### src/rtl/cdq_pkg.sv
`default_nettype none

package cdq_pkg;

  // Request codes carried in req_type.
  localparam logic [1:0] REQ_PUSH_FRONT = 2'd0;
  localparam logic [1:0] REQ_PUSH_REAR  = 2'd1;
  localparam logic [1:0] REQ_POP_FRONT  = 2'd2;
  localparam logic [1:0] REQ_POP_REAR   = 2'd3;

  // Result status codes.
  localparam logic [1:0] ST_OK        = 2'd0;
  localparam logic [1:0] ST_OVERFLOW  = 2'd1;
  localparam logic [1:0] ST_UNDERFLOW = 2'd2;

  typedef struct packed {
    logic [1:0]         req_type;
    logic signed [31:0] push_value;
  } in_item_t;

  typedef struct packed {
    logic [1:0]         status;
    logic signed [31:0] pop_value;
  } out_item_t;

  // Commands from the controller to the datapath.
  typedef struct packed {
    logic capture;
    logic exec;
    logic load_out;
  } cdq_cmd_t;

endpackage

`default_nettype wire

### src/rtl/cdq_ctrl.sv
`default_nettype none

module cdq_ctrl (
  input  wire logic             clk,
  input  wire logic             rst_n,
  input  wire logic             in_valid,
  output logic                  in_stall,
  output logic                  out_valid,
  input  wire logic             out_stall,
  output cdq_pkg::cdq_cmd_t     cmd
);
  import cdq_pkg::*;

  localparam logic [1:0] S_IDLE = 2'd0;
  localparam logic [1:0] S_EXEC = 2'd1;
  localparam logic [1:0] S_FIN  = 2'd2;

  logic [1:0] state_r, state_nxt;
  logic       out_valid_r, out_valid_nxt;
  logic       out_free;

  // The output register can take a new item when it is empty or being drained.
  assign out_free  = !out_valid_r || !out_stall;
  assign in_stall  = (state_r != S_IDLE);
  assign out_valid = out_valid_r;

  always_comb begin
    state_nxt    = state_r;
    cmd.capture  = 1'b0;
    cmd.exec     = 1'b0;
    cmd.load_out = 1'b0;
    unique case (state_r)
      S_IDLE: begin
        if (in_valid) begin
          cmd.capture = 1'b1;
          state_nxt   = S_EXEC;
        end
      end
      S_EXEC: begin
        cmd.exec  = 1'b1;
        state_nxt = S_FIN;
      end
      S_FIN: begin
        if (out_free) begin
          cmd.load_out = 1'b1;
          state_nxt    = S_IDLE;
        end
      end
      default: begin
        state_nxt = S_IDLE;
      end
    endcase
  end

  always_comb begin
    out_valid_nxt = out_valid_r;
    if (cmd.load_out) begin
      out_valid_nxt = 1'b1;
    end else if (out_valid_r && !out_stall) begin
      out_valid_nxt = 1'b0;
    end
  end

  always_ff @(posedge clk) begin
    if (!rst_n) begin
      state_r     <= S_IDLE;
      out_valid_r <= 1'b0;
    end else begin
      state_r     <= state_nxt;
      out_valid_r <= out_valid_nxt;
    end
  end

endmodule

`default_nettype wire

### src/rtl/cdq_datapath.sv
`default_nettype none

module cdq_datapath #(
  parameter int DEPTH = 8
) (
  input  wire logic               clk,
  input  wire logic               rst_n,
  input  wire cdq_pkg::cdq_cmd_t  cmd,
  input  wire cdq_pkg::in_item_t  in_data,
  output cdq_pkg::out_item_t      out_data
);
  import cdq_pkg::*;

  localparam int PTR_W = (DEPTH > 1) ? $clog2(DEPTH) : 1;
  localparam logic [PTR_W-1:0] LAST = PTR_W'(DEPTH - 1);
  localparam logic [PTR_W-1:0] ZERO = '0;
  localparam logic [PTR_W-1:0] ONE  = PTR_W'(1);

  logic signed [31:0] mem [DEPTH];

  logic [1:0]         req_r;
  logic signed [31:0] val_r;
  logic [PTR_W-1:0]   head_r, head_nxt;
  logic [PTR_W-1:0]   tail_r, tail_nxt;
  logic               empty_r, empty_nxt;
  logic [1:0]         status_r, status_nxt;
  logic               pop_ok_r, pop_ok_nxt;
  logic signed [31:0] rd_data_r;
  out_item_t          out_r;

  logic               is_pop, is_front, full, we;
  logic [PTR_W-1:0]   waddr, raddr;
  logic [PTR_W-1:0]   tail_inc, head_inc, head_dec, tail_dec;

  assign tail_inc = (tail_r == LAST) ? ZERO : tail_r + ONE;
  assign head_inc = (head_r == LAST) ? ZERO : head_r + ONE;
  assign head_dec = (head_r == ZERO) ? LAST : head_r - ONE;
  assign tail_dec = (tail_r == ZERO) ? LAST : tail_r - ONE;
  assign full     = !empty_r && (tail_inc == head_r);

  always_comb begin
    is_pop   = 1'b0;
    is_front = 1'b0;
    unique case (req_r)
      REQ_PUSH_FRONT: is_front = 1'b1;
      REQ_PUSH_REAR:  is_front = 1'b0;
      REQ_POP_FRONT: begin
        is_pop   = 1'b1;
        is_front = 1'b1;
      end
      REQ_POP_REAR:   is_pop = 1'b1;
      default:        is_pop = 1'b0;
    endcase
  end

  always_comb begin
    head_nxt   = head_r;
    tail_nxt   = tail_r;
    empty_nxt  = empty_r;
    status_nxt = ST_OK;
    pop_ok_nxt = 1'b0;
    we         = 1'b0;
    waddr      = ZERO;
    raddr      = is_front ? head_r : tail_r;
    if (!is_pop) begin
      if (empty_r) begin
        head_nxt  = ZERO;
        tail_nxt  = ZERO;
        empty_nxt = 1'b0;
        we        = 1'b1;
      end else if (full) begin
        status_nxt = ST_OVERFLOW;
      end else if (is_front) begin
        head_nxt = head_dec;
        waddr    = head_dec;
        we       = 1'b1;
      end else begin
        tail_nxt = tail_inc;
        waddr    = tail_inc;
        we       = 1'b1;
      end
    end else begin
      if (empty_r) begin
        status_nxt = ST_UNDERFLOW;
      end else begin
        pop_ok_nxt = 1'b1;
        if (head_r == tail_r) begin
          head_nxt  = ZERO;
          tail_nxt  = ZERO;
          empty_nxt = 1'b1;
        end else if (is_front) begin
          head_nxt = head_inc;
        end else begin
          tail_nxt = tail_dec;
        end
      end
    end
  end

  always_ff @(posedge clk) begin
    if (!rst_n) begin
      head_r  <= ZERO;
      tail_r  <= ZERO;
      empty_r <= 1'b1;
    end else if (cmd.exec) begin
      head_r  <= head_nxt;
      tail_r  <= tail_nxt;
      empty_r <= empty_nxt;
    end
  end

  always_ff @(posedge clk) begin
    if (cmd.capture) begin
      req_r <= in_data.req_type;
      val_r <= in_data.push_value;
    end
    if (cmd.exec) begin
      status_r <= status_nxt;
      pop_ok_r <= pop_ok_nxt;
    end
    if (cmd.load_out) begin
      out_r.status    <= status_r;
      out_r.pop_value <= pop_ok_r ? rd_data_r : 32'sd0;
    end
  end

  // Store: at most one write and one registered read per request.
  always_ff @(posedge clk) begin
    if (cmd.exec && we) begin
      mem[waddr] <= val_r;
    end
    if (cmd.exec) begin
      rd_data_r <= mem[raddr];
    end
  end

  assign out_data = out_r;

endmodule

`default_nettype wire

### src/rtl/circular_deque_core.sv
`default_nettype none
// An accepted request is captured, then executed against the pointers and the store
// (with a registered read), then loaded into the output register once that is free.
// A new request is taken only after the previous result has been loaded; in_stall
// stays high from capture until that output load.
// Reset (synchronous, active low) empties the deque and zeroes both pointers;
// store contents stay undefined and need no clearing pass.

module circular_deque_core #(
  parameter int DEPTH = 8
) (
  input  wire logic               clk,
  input  wire logic               rst_n,
  input  wire logic               in_valid,
  output logic                    in_stall,
  input  wire cdq_pkg::in_item_t  in_data,
  output logic                    out_valid,
  input  wire logic               out_stall,
  output cdq_pkg::out_item_t      out_data
);
  import cdq_pkg::*;

  // The controller sequences each item through capture, execute and
  // output load; the datapath holds pointers, the store and the result register.
  cdq_cmd_t cmd;

  cdq_ctrl u_ctrl (
    .clk       (clk),
    .rst_n     (rst_n),
    .in_valid  (in_valid),
    .in_stall  (in_stall),
    .out_valid (out_valid),
    .out_stall (out_stall),
    .cmd       (cmd)
  );

  // The execute step updates the pointers, writes the store on a successful push
  // and always reads the entry at the front or rear end into a register.
  cdq_datapath #(
    .DEPTH (DEPTH)
  ) u_datapath (
    .clk      (clk),
    .rst_n    (rst_n),
    .cmd      (cmd),
    .in_data  (in_data),
    .out_data (out_data)
  );

endmodule

`default_nettype wire

### config.mk
export PLATFORM = sky130hd
export DESIGN_NAME = circular_deque_core
export DESIGN_NICKNAME = d
export VERILOG_FILES = /design/src/rtl/cdq_pkg.sv /design/src/rtl/cdq_ctrl.sv /design/src/rtl/cdq_datapath.sv /design/src/rtl/circular_deque_core.sv
export SDC_FILE = /design/constraint.sdc
export NUM_CORES = 1
export LEC_CHECK = 0
export BUFFER_PORTS_ARGS = -buffer_cell sky130_fd_sc_hd__buf_2
export CAP_MARGIN = 20
export CORE_UTILIZATION = 40
export DETAILED_ROUTE_END_ITERATION = 7
export SETUP_SLACK_MARGIN = 0.2
export SLEW_MARGIN = 20
export SYNTH_ARGS = -nofsm -noshare
export SYNTH_HDL_FRONTEND = slang
export SYNTH_SLANG_ARGS = --single-unit
### constraint.sdc
create_clock -name clk -period 6.7 [get_ports clk]
set_clock_uncertainty 0.15 [all_clocks]
set_input_delay 0.67 -clock clk [delete_from_list [all_inputs] [get_ports clk]]
set_output_delay 0.67 -clock clk [all_outputs]
set_load 0.01 [all_outputs]
**Word level (Yosys, flattened, before mapping)**

Memory sizes are Yosys's and may differ from the RTL's. A register that Yosys moved wholly into a read port is not among the register bits.
Index checks and enable logic that the tools add are counted.

- Latch bits: 0
- Output and inout port bits: 36
- Logic and storage cells: 98
- Memory bits (writable): 256
- Bits in read-only memories: 0
- Bits in registers: 81
- Input bits: 38
- Memories kept: 1

Memory list:

| name | depth | width | rd ports | clocked after memory_dff | write ports | line | source |
|---|---|---|---|---|---|---|---|
| u_datapath.mem | 8 | 32 | 1 | 1 | 1 | cdq_datapath.sv:19 | `logic signed [31:0] mem [DEPTH];` |

- Magnitude comparators: 0
- Reduce and logical (&&, ||, !) cells: 19
- Div/mod/pow operators: 0
- Shift-type cells: 0
- Bitwise gates (word level): 0
- Add/sub/neg operators: 4
- $mul: 0
- Muxes and demuxes: 48
- Equal/unequal tests: 15

Operator list:

| operator | count |
|---|---|
| 3-bit 2-to-1 mux | 23 |
| 1-bit 2-to-1 mux | 19 |
| 2-bit 2-to-1 mux | 5 |
| 5-bit AND reduction | 2 |
| 3-bit by 1-bit adder with 3-bit output (second input constant) | 2 |
| 2-bit equality test (second input constant) | 3 |
| 3-bit equality test | 2 |
| 3-bit equality test (second input constant) | 2 |
| 3-bit logical NOT | 2 |
| 3-bit by 1-bit inequality test with 1-bit output (second input constant) | 2 |
| 3-bit inequality test (second input constant) | 2 |
| 2-bit case mux with 3 select lines | 1 |
| 3-bit by 1-bit subtractor with 3-bit output (second input constant) | 2 |
| 2-bit logical NOT | 2 |
| 2-bit inequality test (second input constant) | 2 |
| 2-bit nonzero test | 2 |
| 2-bit OR reduction | 2 |
| 1-bit logical AND | 3 |
| 1-bit logical NOT | 3 |
| 3-bit nonzero test | 1 |
| 2-bit by 1-bit equality test with 1-bit output (second input constant) | 1 |
| 2-bit by 1-bit inequality test with 1-bit output (second input constant) | 1 |
| 2-bit AND reduction | 1 |
| 1-bit logical OR | 1 |

**Depth between registers and ports, before layout**

- Depth after elaboration: 10
- Mapped depth: 9
- Mapped depth without buffers: 7

**Cells and area by module**

Synthesis repeated with hierarchy kept, for this count alone.

- Cell total of the unflattened synthesis: 928
- Area total of the unflattened synthesis: 14926.8 µm²

By module, submodules not included:

| module | instances | seq. area each (µm²) | area an instance (µm²) | cells each |
|---|---|---|---|---|
| cdq_datapath | 1 | 10920.5 | 14776.7 | 913 |
| cdq_ctrl | 1 | 60.1 | 150.1 | 15 |

**Least setup slack after synthesis**

No wires, ideal clock.

- Path type: register to register
- Start point: reg u_datapath.tail_r[0]
- End point: mem u_datapath.mem[0][0], enable pin
- Path slack: 2103 ps
- Required time: 6089 ps
- Library setup time: 461 ps
- Clock period less this slack: 4597 ps
- Cell stages (with the launch flop): 9
- Data arrival time: 3986 ps
- Buffers on the path: 2
- Path through: dfxtp_1 -> buf_2 -> inv_2 -> clkbuf_1 -> ha_1 -> nor2b_1 -> mux2i_1 -> a41oi_1 -> nor3_1

- Cells in the longest elaborated chain, start to end: 10
- Elaborated cells between the ends (all ways): 15
- Classes of those cells: add/sub (1); eq/ne (2); mux (10); reduce/logical (2)

Ends and longest elaborated chain:

| item | line | source |
|---|---|---|
| start, declared | cdq_datapath.sv:24 | `logic [PTR_W-1:0] tail_r, tail_nxt;` |
| start signal, assigned | cdq_datapath.sv:107 | `tail_r <= tail_nxt;` |
| 3-bit by 1-bit adder with 3-bit output or 3-bit equality test (tied branches) | cdq_datapath.sv:35 | `assign tail_inc = (tail_r == LAST) ? ZERO : tail_r + ONE;` |
| 3-bit 2-to-1 mux * | cdq_datapath.sv:35 |  |
| 3-bit equality test | cdq_datapath.sv:39 | `assign full = !empty_r && (tail_inc == head_r);` |
| 1-bit logical AND | cdq_datapath.sv:39 |  |
| 1-bit 2-to-1 mux | cdq_datapath.sv:71 | `end else if (full) begin` |
| 1-bit 2-to-1 mux | cdq_datapath.sv:66 | `if (empty_r) begin` |
| 1-bit 2-to-1 mux | cdq_datapath.sv:65 | `if (!is_pop) begin` |
| 1-bit logical AND | cdq_datapath.sv:129 | `if (cmd.exec && we) begin` |
| 1-bit 2-to-1 mux | cdq_datapath.sv:129 |  |
| 1-bit 2-to-1 mux (not written as such) | cdq_datapath.sv:130 | `mem[waddr] <= val_r;` |
| end, declared | cdq_datapath.sv:19 |  |

Every way passes the cells marked *; elsewhere a longest branch is shown, timed or not.

**Final worst setup path**

- Start point: reg u_datapath.tail_r[0]
- End point: mem u_datapath.mem[3][6], enable pin

The elaborated chain is that of the path after synthesis.

==> key figures <==
Clocking
  • Post-cts sizing count: 0
  • CTS Buffer Depth: 3
  • Clock Root Buffer: clkbuf_16
  • TritonCTS clock tree: done
  • Clock Latency Late Sink: 0.53 ns
  • CTS Hold Bufs: 0
  • TritonCTS Buffers: 41
  • Postcts setup bufs: 0
  • Clk sinks: 369
  • Clock transition at path regs: 0.06 ns
  • H-tree depth: 2

GRT
  • First-pass GRT wire length: 50.27 mm
  • Largest net degree at the start of global routing: 85
  • Total grt overflow: 0
  • Tot GR Track Use: 17.35%
  • Initial antenna violation count: 0
  • Number of global-route vias before repair: 8516

Detailed routing
  • Wire per inst: 21.43 um
  • DRC Markers: 0
  • Final ANT Viol Nets: 0
  • Via Count: 8384
  • DRT Pass-1 Iters: 5
  • Drt via density: 5.567
  • 1st-iter DRT viols: 555
  • Routed WL: 32.28 mm

Synth
  • Post-synth cell types: 46
  • Yosys warns: 0
  • Post-Synthesis Cells: 932
  • Post-Syn Area: 14980 sq um
  • Seq cells post-synth: 369
  • Register area share after synthesis: 73.30%
  • Syn_nets: 978
  • Avg Cell Area, Syn: 16.07 sq um

Critical path
  • CP Class: reg2reg
  • Critical Path End Type: flop
  • Worst Path Buf+Inv: 2
  • Crit start category: flop
  • Worst-path maximum fanout: 35
  • Arrival @ worst endpoint: 4.00 ns
  • Worst-path cell chain: inv_2, ha_1, nor2b_1, xnor2_1, nand3_1, nor4bb_1, and3_1, buf_4
  • Critical path's largest stage delay: 0.86 ns
  • Slowest CP cell: and3_1
  • Required time of the critical path: 6.76 ns
  • Delay-heaviest family, CP: simple AND/OR/NAND/NOR gates

Pwr
  • Power density over the cells: 287.3 nW/um^2
  • Max IR drop VDD: 0.1969 mV
  • Leakage: 5.704 nW

Final layout
  • Fin nets: 1053
  • Share of layout cells above drive strength 1: 19.46%
  • Synth-to-layout area growth: 15.04%
  • Non-Filler Instances: 1506
  • Final Instance Area: 17230 sq um
  • Utilization after layout: 46.96%
  • Most common cell after layout, fill and taps aside: edfxtp_1
  • Most frequent cells in the layout: edfxtp_1 (359), o21ai_0 (96), buf_2 (73), o211ai_1 (64), clkbuf_16 (43)
  • Filler cells: 3058
  • Antenna cells: 0

Placed design
  • Detailed Place HPWL: 17.97 mm
  • Placed Area: 15890 sq um
  • Port bufs: 73
  • Placed cell count: 1431
  • Gp weighted congestion: 0.8246

Timing
  • Fin crit period: 3.940 ns
  • RSZ-0062 raised after global routing: no
  • Achievable frequency: 253.8 MHz
  • Slew HR: 29.03%
  • # setup viols final: 0
  • Hold Fails Final Rpt: 0
  • Final count of pins violating max slew: 0
  • Post-route setup TNS: 0 ns
  • Tightest Pin Transition: 1.059 ns
  • Final hold slack: 0.1574 ns
  • Fin crit share: 58.80%

Die
  • Die Height: 195.5 um
  • Chip width: 195.5 um
  • Ports: 74
  • Die Area: 38230 sq um
  • Initial core utilization: 40.82%
  • Row cnt: 70
  • Core area: 36700 sq um

Run status
  • Status: complete, no violations

Min path
  • HP Class: in2reg

Flow run
  • Max-Cap Viols: 0
registers in the layout, summed over array words and instances (netlist names), 2 cells and up:
| name | flops |
|---|---|
| u_datapath.tail_r | 3 |
| u_datapath.val_r | 32 |
| u_datapath.head_r | 3 |
| u_datapath.status_r | 2 |
| u_datapath.rd_data_r | 32 |
| u_datapath.out_data | 34 |
| u_datapath.req_r | 2 |
| u_datapath.mem | 256 |
| u_ctrl.state_r | 2 |
path summary, 6_finish.rpt:
| path | startpoint | slack (ns) | depth (start not counted) | to |
|---|---|---|---|---|
| hold reg to reg | u_datapath.status_r[0] | 0.26 | 0 | u_datapath.out_data[32] |
| hold / removal | in_data[0] | 0.16 | 1 | u_datapath.val_r[0] |
| setup / recovery | u_datapath.tail_r[0] | 2.76 | 8 | u_datapath.mem[3][6] |
| setup reg to reg | u_datapath.tail_r[0] | 2.76 | 8 | u_datapath.mem[3][6] |
synth_stat cells, drive strengths merged:
cell type,number,area share (%)
a211o,1,0.058
a211oi,33,1.7
a21boi,2,0.18
a21o,32,1.6
a21oi,5,0.17
a22o,1,0.058
a32o,1,0.067
a32oi,1,0.058
a41oi,1,0.058
and2,35,1.5
and3,4,0.17
and4,1,0.058
buf,30,1.2
clkbuf,38,0.95
dfxtp,10,1.3
edfxtp,359,72
ha,8,0.67
inv,10,0.25
mux2i,10,0.67
mux4,32,4.8
nand2,18,0.45
nand2b,6,0.25
nand3,3,0.10
nand4,1,0.042
nor2,6,0.15
nor2b,2,0.084
nor3,38,1.3
nor4bb,1,0.067
o2111ai,1,0.058
o211ai,64,3.2
o21a,32,1.6
o21ai,134,4.5
o2bb2ai,2,0.12
o311ai,1,0.058
or2,1,0.042
or3,2,0.084
xnor2,3,0.18
xor2,3,0.18
cell families (layout without fill, tap and decap cells):
family | count (synthesis) | after routing | synth area share [%]
AO/OA/AOI/OAI | 311 | 311 | 13.46
XOR/XNOR | 6 | 6 | 0.3509
adder cells (fa/ha/maj) | 8 | 8 | 0.6682
buffers and inverters | 78 | 184 | 2.447
flip-flops | 369 | 369 | 73.30
multiplexers | 42 | 42 | 5.479
AND/OR/NAND/NOR | 118 | 118 | 4.301
worst reg2reg max path: stages (launching register included):
cell	delay (ns)
dfxtp_1	0.32
inv_2	0.57
ha_1	0.37
nor2b_1	0.17
xnor2_1	0.14
nand3_1	0.14
nor4bb_1	0.48
and3_1	0.86
buf_4	0.42
through the flow:
| stage | power, W | worst slack [ns] |
|---|---|---|
| floorplan | 0.002741 | 2.103 |
| global placement | 0.002803 | 2.889 |
| detailed placement | 0.002807 | 2.673 |
| CTS | 0.005011 | 2.668 |
| global route | 0.005111 | 2.468 |
| finish | 0.004951 | 2.760 |
metal layers:
layer / share of wire (%) / wire (um) / GRT usage, % / vias to the layer above
met3: 4.9 / 1579 / 3.230 / 44
met5: 0 / 0 / 0 / -
met1: 44 / 14110 / 22.91 / 4255
met2: 50 / 16010 / 29.13 / 209
met4: 1.8 / 579 / 5.191 / 0
li1: - / - / - / 3876
cell type report:
type / count / area, sq um / area share (%)
Clock buffer: 53 / 1114 / 6.461
Inverter: 10 / 37.54 / 0.2178
Clock inverter: 21 / 207.7 / 1.205
Sequential cell: 369 / 10980 / 63.71
Timing Repair Buffer: 100 / 600.6 / 3.485
Tap cell: 468 / 585.6 / 3.398
Multi-Input combinational cell: 485 / 3709 / 21.52
power breakdown:
group	switching [W]	internal, W
Combinational	0.0000847	0.0000550
Clock	0.000869	0.00133
Sequential	0.0000371	0.00258
Total	0.000991	0.00396
Note: power is estimated with default switching activity, not from simulation.
